## src/klrx_pkg.sv

```systemverilog
// ----------------------------------------------------------------------------
// K-line response frame receiver package
// Shared types, status codes and constants for the frame receiver.
// ----------------------------------------------------------------------------
package klrx_pkg;

  // Framing constants.
  localparam logic [7:0] StartA     = 8'h80;
  localparam logic [7:0] StartB     = 8'h81;
  localparam logic [8:0] LenOffset  = 9'd5;
  localparam logic [8:0] LenUnknown = 9'd255;

  // Default tick counter width.
  localparam int unsigned TickCountBitsDef = 16;

  // Configuration register reset values.
  localparam logic [7:0]  TesterAddrRst = 8'hF1;
  localparam logic [8:0]  MaxFrameRst   = 9'd260;
  localparam logic [15:0] TimeoutRst    = 16'd5000;

  // Configuration register indexes.
  localparam int unsigned CfgIdxW = 2;
  localparam logic [CfgIdxW-1:0] CfgTesterAddr = 2'd0;
  localparam logic [CfgIdxW-1:0] CfgMaxFrame   = 2'd1;
  localparam logic [CfgIdxW-1:0] CfgTimeout    = 2'd2;
  localparam int unsigned CfgDataW = 16;

  // Request types.
  localparam logic ReqByte = 1'b0;
  localparam logic ReqTick = 1'b1;

  // Result status codes.
  typedef enum logic [2:0] {
    ST_NONE     = 3'd0,
    ST_STORED   = 3'd1,
    ST_DONE     = 3'd2,
    ST_TIMEOUT  = 3'd3,
    ST_OVERFLOW = 3'd4,
    ST_ECHO     = 3'd5,
    ST_RESTART  = 3'd6
  } status_e;

  // Configuration seen by the frame decoder.
  typedef struct packed {
    logic [7:0]  tester_address;
    logic [8:0]  max_frame_bytes;
    logic [15:0] timeout_ticks;
  } cfg_t;

  // One result as produced by the frame decoder.
  typedef struct packed {
    status_e    status;
    logic [7:0] frame_byte;
    logic [8:0] byte_position;
    logic       frame_last;
  } result_t;

  // True for either start byte.
  function automatic logic is_start(input logic [7:0] b);
    return (b == StartA) || (b == StartB);
  endfunction

endpackage

```

## src/klrx_if.sv

```systemverilog
// ----------------------------------------------------------------------------
// K-line receiver channel interfaces
// Request channel (byte or tick) and response channel with valid/ready.
// ----------------------------------------------------------------------------
interface klrx_req_if;
  logic       valid;
  logic       ready;
  logic       req_type;
  logic [7:0] rx_byte;

  modport source (output valid, output req_type, output rx_byte, input ready);
  modport sink   (input valid, input req_type, input rx_byte, output ready);
endinterface

interface klrx_rsp_if;
  logic       valid;
  logic       ready;
  logic [2:0] status;
  logic [7:0] frame_byte;
  logic [8:0] byte_position;
  logic       frame_last;

  modport source (output valid, output status, output frame_byte,
                  output byte_position, output frame_last, input ready);
  modport sink   (input valid, input status, input frame_byte,
                  input byte_position, input frame_last, output ready);
endinterface

```

## src/kline_response_frame_receiver.sv

```systemverilog
// A result is registered and shown in the cycle after its request is taken.
// Throughput: one request (byte or tick) per cycle; the output register lets a
// new request in whenever the held result is taken or the register is empty.
// Reset: asynchronous, active low; clears frame state, tick counter, output
// valid, and restores the configuration registers to their defaults.
// ----------------------------------------------------------------------------
// K-line response frame receiver
// Top level: configuration registers, frame decoder and result register.
// ----------------------------------------------------------------------------
module kline_response_frame_receiver import klrx_pkg::*; #(
  parameter int unsigned TICK_COUNT_BITS = TickCountBitsDef
) (
  input  logic                clk_i,
  input  logic                rst_ni,
  klrx_req_if.sink            req,
  klrx_rsp_if.source          rsp,
  input  logic                cfg_we_i,
  input  logic [CfgIdxW-1:0]  cfg_index_i,
  input  logic [CfgDataW-1:0] cfg_data_i
);

  cfg_t    cfg_q;
  result_t result;
  result_t rsp_q;
  logic    rsp_valid_q;
  logic    accept;

  // Configuration register writes.
  always_ff @(posedge clk_i or negedge rst_ni) begin
    if (!rst_ni) begin
      cfg_q.tester_address  <= TesterAddrRst;
      cfg_q.max_frame_bytes <= MaxFrameRst;
      cfg_q.timeout_ticks   <= TimeoutRst;
    end else if (cfg_we_i) begin
      case (cfg_index_i)
        CfgTesterAddr: cfg_q.tester_address  <= cfg_data_i[7:0];
        CfgMaxFrame:   cfg_q.max_frame_bytes <= cfg_data_i[8:0];
        CfgTimeout:    cfg_q.timeout_ticks   <= cfg_data_i[15:0];
        default:       ;
      endcase
    end
  end

  // A request is taken whenever the result register is free or being emptied.
  assign req.ready = !rsp_valid_q || rsp.ready;
  assign accept    = req.valid && req.ready;

  klrx_core #(
    .TICK_COUNT_BITS(TICK_COUNT_BITS)
  ) u_core (
    .clk_i      (clk_i),
    .rst_ni     (rst_ni),
    .accept_i   (accept),
    .req_type_i (req.req_type),
    .rx_byte_i  (req.rx_byte),
    .cfg_i      (cfg_q),
    .result_o   (result)
  );

  // Result valid flag.
  always_ff @(posedge clk_i or negedge rst_ni) begin
    if (!rst_ni) begin
      rsp_valid_q <= 1'b0;
    end else if (req.ready) begin
      rsp_valid_q <= req.valid;
    end
  end

  // Result payload register.
  always_ff @(posedge clk_i) begin
    if (accept) begin
      rsp_q <= result;
    end
  end

  assign rsp.valid         = rsp_valid_q;
  assign rsp.status        = rsp_q.status;
  assign rsp.frame_byte    = rsp_q.frame_byte;
  assign rsp.byte_position = rsp_q.byte_position;
  assign rsp.frame_last    = rsp_q.frame_last;

  // The last-byte flag goes with frame completion and nothing else.
  a_last_only_done: assert property (@(posedge clk_i) disable iff (!rst_ni)
    rsp.valid |-> (rsp.frame_last == (rsp.status == ST_DONE)))
    else $error("frame_last does not match completion status");

  // Results without a stored byte carry zero byte and position.
  a_empty_fields: assert property (@(posedge clk_i) disable iff (!rst_ni)
    (rsp.valid && rsp.status != ST_STORED && rsp.status != ST_DONE &&
     rsp.status != ST_RESTART) |-> (rsp.frame_byte == 8'd0 &&
                                    rsp.byte_position == 9'd0))
    else $error("nonzero payload on a result without a stored byte");

  // A restart is always reported as the first byte of a frame.
  a_restart_pos: assert property (@(posedge clk_i) disable iff (!rst_ni)
    (rsp.valid && rsp.status == ST_RESTART) |-> (rsp.byte_position == 9'd0 &&
      (rsp.frame_byte == StartA || rsp.frame_byte == StartB)))
    else $error("restart result not at position zero with a start byte");

  // A tick never yields a stored byte.
  a_tick_result: assert property (@(posedge clk_i) disable iff (!rst_ni)
    (accept && req.req_type == ReqTick) |=>
      (rsp.status == ST_NONE || rsp.status == ST_TIMEOUT))
    else $error("tick request produced a byte result");

endmodule

```

## src/klrx_core.sv

```systemverilog
// ----------------------------------------------------------------------------
// K-line frame decoder
// Holds the frame state and decodes one byte or tick per accepted request.
// ----------------------------------------------------------------------------
module klrx_core import klrx_pkg::*; #(
  parameter int unsigned TICK_COUNT_BITS = TickCountBitsDef
) (
  input  logic       clk_i,
  input  logic       rst_ni,
  input  logic       accept_i,
  input  logic       req_type_i,
  input  logic [7:0] rx_byte_i,
  input  cfg_t       cfg_i,
  output result_t    result_o
);

  localparam int unsigned CmpW = (TICK_COUNT_BITS > 16) ? TICK_COUNT_BITS : 16;
  localparam logic [TICK_COUNT_BITS-1:0] GapMax = '1;

  logic [8:0]                 next_pos_q, next_pos_d;
  logic [8:0]                 exp_len_q, exp_len_d;
  logic [7:0]                 format_q, format_d;
  logic [TICK_COUNT_BITS-1:0] gap_q, gap_d;

  logic [TICK_COUNT_BITS-1:0] gap_inc;
  logic [8:0]                 len_80;
  logic [8:0]                 len_eff;
  logic [9:0]                 pos_plus;

  // Tick counter step and the length arithmetic for the current byte.
  always_comb begin
    gap_inc  = (gap_q == GapMax) ? gap_q : gap_q + 1'b1;
    len_80   = {1'b0, rx_byte_i} + LenOffset;
    pos_plus = {1'b0, next_pos_q} + 10'd1;
    if (next_pos_q == 9'd3) begin
      len_eff = (format_q == StartA) ? len_80 : LenOffset;
    end else begin
      len_eff = exp_len_q;
    end
  end

  // Frame decode: next state and result for one request.
  always_comb begin
    next_pos_d = next_pos_q;
    exp_len_d  = exp_len_q;
    format_d   = format_q;
    gap_d      = gap_q;
    result_o   = '{status: ST_NONE, frame_byte: 8'd0, byte_position: 9'd0,
                   frame_last: 1'b0};

    if (req_type_i == ReqTick) begin
      // Count the gap; a gap reaching the timeout abandons the frame.
      if (CmpW'(gap_inc) >= CmpW'(cfg_i.timeout_ticks)) begin
        gap_d           = '0;
        next_pos_d      = 9'd0;
        exp_len_d       = LenUnknown;
        result_o.status = ST_TIMEOUT;
      end else begin
        gap_d = gap_inc;
      end
    end else begin
      gap_d = '0;
      if (next_pos_q == 9'd0) begin
        // Hunting for a start byte.
        if (is_start(rx_byte_i)) begin
          format_d   = rx_byte_i;
          next_pos_d = 9'd1;
          result_o   = '{status: ST_STORED, frame_byte: rx_byte_i,
                         byte_position: 9'd0, frame_last: 1'b0};
        end
      end else if (next_pos_q == 9'd1 && rx_byte_i != cfg_i.tester_address) begin
        // Echo check failed; a start byte restarts the frame.
        if (is_start(rx_byte_i)) begin
          format_d   = rx_byte_i;
          next_pos_d = 9'd1;
          result_o   = '{status: ST_RESTART, frame_byte: rx_byte_i,
                         byte_position: 9'd0, frame_last: 1'b0};
        end else begin
          next_pos_d      = 9'd0;
          result_o.status = ST_ECHO;
        end
      end else if (next_pos_q == 9'd3 && format_q == StartA &&
                   len_80 > cfg_i.max_frame_bytes) begin
        // Declared length too large for the configured maximum.
        next_pos_d      = 9'd0;
        exp_len_d       = LenUnknown;
        result_o.status = ST_OVERFLOW;
      end else if (pos_plus >= {1'b0, len_eff}) begin
        // Last byte of the frame.
        next_pos_d = 9'd0;
        exp_len_d  = LenUnknown;
        result_o   = '{status: ST_DONE, frame_byte: rx_byte_i,
                       byte_position: next_pos_q, frame_last: 1'b1};
      end else begin
        next_pos_d = pos_plus[8:0];
        exp_len_d  = len_eff;
        result_o   = '{status: ST_STORED, frame_byte: rx_byte_i,
                       byte_position: next_pos_q, frame_last: 1'b0};
      end
    end
  end

  // Frame state registers.
  always_ff @(posedge clk_i or negedge rst_ni) begin
    if (!rst_ni) begin
      next_pos_q <= 9'd0;
      exp_len_q  <= LenUnknown;
      format_q   <= 8'd0;
      gap_q      <= '0;
    end else if (accept_i) begin
      next_pos_q <= next_pos_d;
      exp_len_q  <= exp_len_d;
      format_q   <= format_d;
      gap_q      <= gap_d;
    end
  end

endmodule

```

## src/flat_wrapper.sv

```systemverilog
// flat-port wrapper written by rule: the top's interface ports become plain ports
module kline_response_frame_receiver_flat import klrx_pkg::*;
#(
  parameter int unsigned TICK_COUNT_BITS = TickCountBitsDef
)
  (clk_i, rst_ni, cfg_we_i, cfg_index_i, cfg_data_i, req_valid, req_req_type, req_rx_byte, req_ready, rsp_valid, rsp_status, rsp_frame_byte, rsp_byte_position, rsp_frame_last, rsp_ready);
  klrx_req_if req_i ();
  klrx_rsp_if rsp_i ();
  input  logic clk_i;
  input  logic rst_ni;
  input  logic cfg_we_i;
  input  logic [CfgIdxW-1:0] cfg_index_i;
  input  logic [CfgDataW-1:0] cfg_data_i;
  input wire logic [$bits(req_i.valid)-1:0] req_valid;
  input wire logic [$bits(req_i.req_type)-1:0] req_req_type;
  input wire logic [$bits(req_i.rx_byte)-1:0] req_rx_byte;
  output wire logic [$bits(req_i.ready)-1:0] req_ready;
  output wire logic [$bits(rsp_i.valid)-1:0] rsp_valid;
  output wire logic [$bits(rsp_i.status)-1:0] rsp_status;
  output wire logic [$bits(rsp_i.frame_byte)-1:0] rsp_frame_byte;
  output wire logic [$bits(rsp_i.byte_position)-1:0] rsp_byte_position;
  output wire logic [$bits(rsp_i.frame_last)-1:0] rsp_frame_last;
  input wire logic [$bits(rsp_i.ready)-1:0] rsp_ready;
  assign req_i.valid = req_valid;
  assign req_i.req_type = req_req_type;
  assign req_i.rx_byte = req_rx_byte;
  assign req_ready = req_i.ready;
  assign rsp_valid = rsp_i.valid;
  assign rsp_status = rsp_i.status;
  assign rsp_frame_byte = rsp_i.frame_byte;
  assign rsp_byte_position = rsp_i.byte_position;
  assign rsp_frame_last = rsp_i.frame_last;
  assign rsp_i.ready = rsp_ready;
  kline_response_frame_receiver #(.TICK_COUNT_BITS(TICK_COUNT_BITS)) u_core (.clk_i(clk_i), .rst_ni(rst_ni), .req(req_i), .rsp(rsp_i), .cfg_we_i(cfg_we_i), .cfg_index_i(cfg_index_i), .cfg_data_i(cfg_data_i));
endmodule
```

## config.mk

```make
export PLATFORM = sky130hd
export DESIGN_NAME = kline_response_frame_receiver_flat
export DESIGN_NICKNAME = d
export VERILOG_FILES = /design/src/klrx_pkg.sv /design/src/klrx_if.sv /design/src/kline_response_frame_receiver.sv /design/src/klrx_core.sv /design/src/flat_wrapper.sv
export SDC_FILE = /design/constraint.sdc
export NUM_CORES = 1
export LEC_CHECK = 0
export BUFFER_PORTS_ARGS = -buffer_cell sky130_fd_sc_hd__buf_4
export CAP_MARGIN = 10
export CORE_UTILIZATION = 55
export DETAILED_ROUTE_END_ITERATION = 8
export GPL_ROUTABILITY_DRIVEN = 0
export GPL_TIMING_DRIVEN = 0
export MAX_ROUTING_LAYER = met4
export PLACE_DENSITY_LB_ADDON = 0.3
export RECOVER_POWER = 100
export SYNTH_ARGS = -nofsm -noshare
export SYNTH_HDL_FRONTEND = slang
export SYNTH_HIERARCHICAL = 1
export SYNTH_SLANG_ARGS = --single-unit
```

## constraint.sdc

```tcl
create_clock -name clk_i -period 4.65 [get_ports clk_i]
set_clock_uncertainty 0.15 [all_clocks]
set_input_delay 0.2325 -clock clk_i [delete_from_list [all_inputs] [get_ports clk_i]]
set_output_delay 0.2325 -clock clk_i [all_outputs]
set_load 0.03 [all_outputs]
```

After elaboration in Yosys (flattened, before gate mapping)

Index checks and enable logic that the tools add are counted.

Word-level logic and storage cells: 80
Register bits after elaboration: 97
Output and inout port bits: 23
Input port bits: 32

Add/sub/neg operators: 3
Equality and inequality tests: 13
Reduce and logical (&&, ||, !) cells: 16
Magnitude comparators: 3
Muxes and demuxes: 32
Bitwise logic cells: 1

Operators with widths:

| kind                                           | number |
|---|---|
| 2-to-1 mux 9 bit                               | 15 |
| 2-to-1 mux 16 bit                              | 3 |
| 2-to-1 mux 21 bit                              | 2 |
| 2-to-1 mux 18 bit                              | 2 |
| == test 8 bit (second input constant)          | 3 |
| 2-to-1 mux 8 bit                               | 3 |
| 2-to-1 mux 20 bit                              | 1 |
| 2-to-1 mux 19 bit                              | 1 |
| adder 16 x 1 -> 16 bit (second input constant) | 1 |
| == test 16 bit (second input constant)         | 1 |
| greater-or-equal comparator 16 bit             | 1 |
| adder 9 x 1 -> 10 bit (second input constant)  | 1 |
| greater-or-equal comparator 10 x 9 -> 1 bit    | 1 |
| adder 8 x 3 -> 9 bit (second input constant)   | 1 |
| == test 9 x 1 -> 1 bit (second input constant) | 1 |
| == test 9 x 2 -> 1 bit (second input constant) | 1 |
| > comparator 9 bit                             | 1 |
| zero test 9 bit                                | 1 |
| != test 8 bit                                  | 1 |
| 2-to-1 mux 3 bit                               | 2 |
| AND reduction 2 bit                            | 3 |
| AND reduction 3 bit                            | 2 |
| logical AND 1 bit                              | 4 |
| 2-to-1 mux 2 bit                               | 2 |
| other kinds (12)                               | 14 |

Depth between registers and ports, before layout

Word-level depth: 9
Gate-level depth with buffers: 18
Depth with buffers taken out: 14

By module

Netlist, hierarchy kept.

Modules (own cells, without submodules):

| module                        | sequential area each (µm²) | area each (µm²) | times used | cells each |
|---|---|---|---|---|
| klrx_core                     | 1061.0                     | 3849.9          | 1          | 455 |
| kline_response_frame_receiver | 1496.4                     | 1948.1          | 1          | 95 |

Worst setup path after synthesis

Ideal clock, no wire load.

Path type: register to register
From: register u_core.u_core.next_pos_q[5]
To: register u_core.u_core.next_pos_q[5]
Slack: 0.938 ns
Data arrival time: 3.470 ns
Library setup time: 0.092 ns
Path buffers: 3
Period minus slack after synthesis: 3.712 ns
Required time: 4.408 ns
Stages on the path, launching flop included: 16
Cell sequence: dfrtp_1 > clkbuf_1 > nor3_1 > nand3_1 > nor2_4 > buf_1 > a22oi_1 > ha_1 > a21o_1 > a21oi_1 > o21ai_0 > a41oi_1 > clkbuf_1 > nand3b_1 > or2_1 > o31ai_2

Cells in the longest elaborated chain, start to end: 8
Elaborated cells on any way between the ends: 16
Those cells by class: add/sub (1); order compare (1); eq/ne (3); mux (6); reduce/logical (5)

RTL lines:

| element                                                                       | line             | source |
|---|---|---|
| start, declared                                                               | klrx_core.sv:20  | `logic [8:0] next_pos_q, next_pos_d;` |
| start signal, assigned                                                        | klrx_core.sv:111 | `next_pos_q <= next_pos_d;` |
| parallel branches: the longest is 8 deep, another holds adder 9 x 1 -> 10 bit | -                |  |

Parallel ways; which one is timed is not known.
A chain may end at the register's enable or synchronous reset.

Final worst setup path

From: register u_core.u_core.gap_q[4]
To: register u_core.u_core.gap_q[5]

Cells in the longest elaborated chain, start to end: 5
Elaborated cells on any way between the ends: 6
Those cells by class: add/sub (1); order compare (1); eq/ne (1); mux (3)

RTL lines:

| element                                                  | line             | source |
|---|---|---|
| start, declared                                          | klrx_core.sv:23  | `logic [TICK_COUNT_BITS-1:0] gap_q, gap_d;` |
| start signal, assigned                                   | klrx_core.sv:114 | `gap_q <= gap_d;` |
| adder 16 x 1 -> 16 bit or == test 16 bit (tied branches) | klrx_core.sv:32  | `gap_inc = (gap_q == GapMax) ? gap_q : gap_q + 1'b1;` |
| 2-to-1 mux 16 bit *                                      | klrx_core.sv:32  |  |
| greater-or-equal comparator 16 bit                       | klrx_core.sv:53  | `if (CmpW'(gap_inc) >= CmpW'(cfg_i.timeout_ticks)) begin` |
| 2-to-1 mux 16 bit *                                      | klrx_core.sv:53  |  |
| 2-to-1 mux 16 bit *                                      | klrx_core.sv:51  | `if (req_type_i == ReqTick) begin` |

Mark *: on every way between the ends. The rest lies on a longest branch, timed or not.

==> results.py <==
metrics = {
    "final_layout": {
        "design_area_um2": 6580,
        "area_growth_pct": 13.4,
        "final_nets": 705,
        "final_common_cell": "dfrtp_1",
        "fin_util": 0.640,
        "antenna_cells": 0,
        "stdcell_count": 773,
        "final_cell_mix": "dfrtp_1, clkbuf_1, ha_1",
        "drive_gt1_frac": 0.184,
    },
    "clock_tree": {
        "cts_setup_buffers": 0,
        "cts_tree": "yes",
        "clkLatencyLatePin_ps": 370,
        "cts_root_buf": "clkbuf_8",
        "cts_sinks": 97,
        "cts.clk_slew.worst_paths_ps": 90,
        "clock_path_buffers": 2,
        "cts-buffers-inserted": 9,
        "htree_num_levels": 3,
    },
    "global_routing": {
        "antenna_found_initial": 0,
        "grt_use_total": 0.250,
        "grt_pass1_wl_um": 21000,
        "grt_pass1_vias": 4373,
        "grt_max_degree": 77,
        "overflow": 0,
    },
    "placed_design": {
        "port_buffers": 53,
        "placed_area_um2": 6370,
        "place_inst": 739,
        "hpwl_um": 9350,
        "place_ws_ps": 127,
    },
    "critical_path": {
        "end_kind": "flip-flop",
        "start_kind": "flip-flop",
        "cp_num_buf_inv": 4,
        "crit_family": "simple AND/OR/NAND/NOR gates",
        "regToRegStartpoint": "u_core/u_core/gap_q[4]",
        "crit_type": "flip-flop to flip-flop",
        "path_cells": "buf_2 -> nand4_1 -> or3_1 -> buf_2 -> nor2_2 -> and3_1 -> nand3b_1 -> o21a_1 -> ha_1 -> nand4_1 -> nor3_1 -> o2111ai_1 -> o21ai_1 -> clkbuf_4 -> inv_1 -> a21o_1 -> a22o_1",
        "worstPathArrival_ps": 4380,
        "cp_max_fo": 10,
        "slowest_stage": "or3_1",
        "r2r-end": "u_core/u_core/gap_q[5]",
        "critPathRequiredTime_ps": 4760,
        "reg2reg_depth": 17,
        "max_stage_delay_ps": 390,
        "critPathLaunch": "u_core/u_core/gap_q[4]",
        "r2r_setup_slack_ps": 380,
    },
    "sta": {
        "finalSetupTns_ps": 0,
        "fin_ws_ps": 382,
        "tightestPinTransition_ps": 1920,
        "drv_slew": 102,
        "period_share": 0.918,
        "fmax_ghz": 0.234,
        "rsz0062_at_grt": "no",
        "relSlewSlack": -0.278,
        "hold_ws_ps": 15.5,
        "finalHoldViolations": 0,
        "setup_viol": 0,
        "finalCriticalPeriod_ps": 4270,
    },
    "worst_hold_path": {
        "min_from": "req_rx_byte[1]",
        "whs_path_depth": 2,
        "min_to": "u_core/u_core/format_q[1]",
        "hold_class": "input port to flip-flop",
    },
    "power": {
        "p_comb_frac": 0.287,
        "p_sw_mw": 0.745,
        "p_leak_nw": 2.93,
        "ir_drop_v": 0.000204,
        "seq_power_share": 0.493,
        "totalPowerFinal_mw": 2.26,
        "internal_power_mw": 1.52,
        "p_clk_frac": 0.219,
        "swShare": 0.329,
        "p_per_area_nw_per_um2": 344,
    },
    "synth": {
        "yosysTopAreaCellShare": 0.242,
        "synth.avg_cell_area_um2": 10.5,
        "post-synth-top-area-cell": "dfrtp_1",
        "synth_edf_count": 21,
        "synth_flop_cell": "dfrtp_1",
        "ys_ff_latch": 97,
        "synth_fp_nets": 623,
        "synth_cells": 550,
        "synth_area_leaders": "dfrtp_1, edfxtp_1, dfstp_2",
        "synth.distinct_cells": 71,
        "synth-async-reset-ratio": 0.784,
        "seq_area_frac_synth": 0.441,
        "synth_area_um2": 5800,
        "yosys_warnings": 6,
    },
    "die": {
        "die_w_um": 105,
        "start_util": 0.564,
        "die_h_um": 105,
        "die_area_um2": 11000,
        "placeableCoreArea_um2": 10300,
        "pin_count": 55,
        "num_rows": 37,
    },
    "outcome": {
        "violations": "capacitance limit, slew limit",
        "status": "finished with violations",
    },
    "drt": {
        "totalWireLength_um": 12700,
        "drt-vias-per-instance": 5.86,
        "via_count": 4531,
        "drc": 0,
        "wl_per_cell_um": 16.4,
        "drtIter0Drc": 225,
        "dr.pass1.iters": 5,
        "ant_nets": 0,
    },
    "job": {
        "cap_violations": 2,
    },
}
power groups by stage:
stage / Combinational [mW] / Clock (mW) / Sequential [mW]
2_1_floorplan: 0.444 / 0 / 1.13
3_3_place_gp: 0.617 / 0 / 1.12
3_5_place_dp: 0.649 / 0 / 1.13
4_1_cts: 0.663 / 0.509 / 1.11
5_1_grt: 0.725 / 0.537 / 1.13
6_report: 0.651 / 0.496 / 1.12
what timing repair did:
action | in CTS | in global routing
hold endpoints to repair | 90 | 0
endpoints found under the setup margin | 0 | 24
hold buffers | 18 | 0
resized for setup | 0 | 7
state kept, by name, summed over array words and instances (netlist names):
| signal | cells |
|---|---|
| u_core/rsp.frame_last | 1 |
| u_core/rsp.valid | 1 |
| u_core/u_core/exp_len_q | 9 |
| u_core/rsp.frame_byte | 8 |
| u_core/u_core/format_q | 8 |
| u_core/rsp.status | 3 |
| u_core/cfg_q | 33 |
| u_core/rsp.byte_position | 9 |
| u_core/u_core/next_pos_q | 9 |
| u_core/u_core/gap_q | 16 |
Yosys cell counts, drive strengths merged, types with 2 or more instances:
library cell   n
a21o           7
a21oi         23
a221oi         7
a22o           6
a22oi          8
a31oi          7
and2           8
and2b          5
and3           9
buf           13
clkbuf         7
dfrtp         56
dfstp         20
edfxtp        21
ha            41
inv           34
mux2          36
nand2         40
nand2b         7
nand3         25
nand3b         7
nand4          7
nor2          22
nor2b         17
nor3          12
nor3b          2
nor4           6
nor4b          2
o211ai         2
o21a           6
o21ai         29
o21bai         4
o2bb2ai        3
o31ai          3
or2            3
or3            2
or4            2
xnor2         14
xor2          17
logic make-up after synthesis:
family,share of synthesized area
xor+xnor,0.0468
fa+ha+maj,0.0885
buf+inv,0.0399
mux,0.0716
simple gates,0.180
compound gates,0.132
flops,0.441
layer usage:
| metal | global-route usage | up-vias | wire, um |
|---|---|---|---|
| met1 | 0.305 | 2200 | 5470 |
| li1 | - | 2143 | - |
| met5 | - | - | 0 |
| met4 | 0.0815 | 0 | 306 |
| met3 | 0.0493 | 25 | 689 |
| met2 | 0.418 | 163 | 6250 |
final cells by class:
type / count / area [um2]
Buffer: 20 / 104
Clock buffer: 12 / 145
Inverter: 34 / 128
Multi-Input combinational cell: 399 / 3000
Timing Repair Buffer: 71 / 444
Fill cell: 864 / 3700
Sequential cell: 97 / 2560
Tap cell: 136 / 170
Clock inverter: 4 / 26.3
worst max-delay path by stage:
stage	cells past startpoint	slack, ps	endpoint
floorplan	15	940	u_core/u_core/next_pos_q[5]
global placement	15	200	u_core/u_core/next_pos_q[5]
detailed placement	15	130	u_core/u_core/next_pos_q[5]
CTS	15	90	u_core/u_core/next_pos_q[5]
global route	15	50	u_core/u_core/next_pos_q[5]
finish	17	380	u_core/u_core/gap_q[5]
No activity file was read; power rests on OpenSTA's default activity.
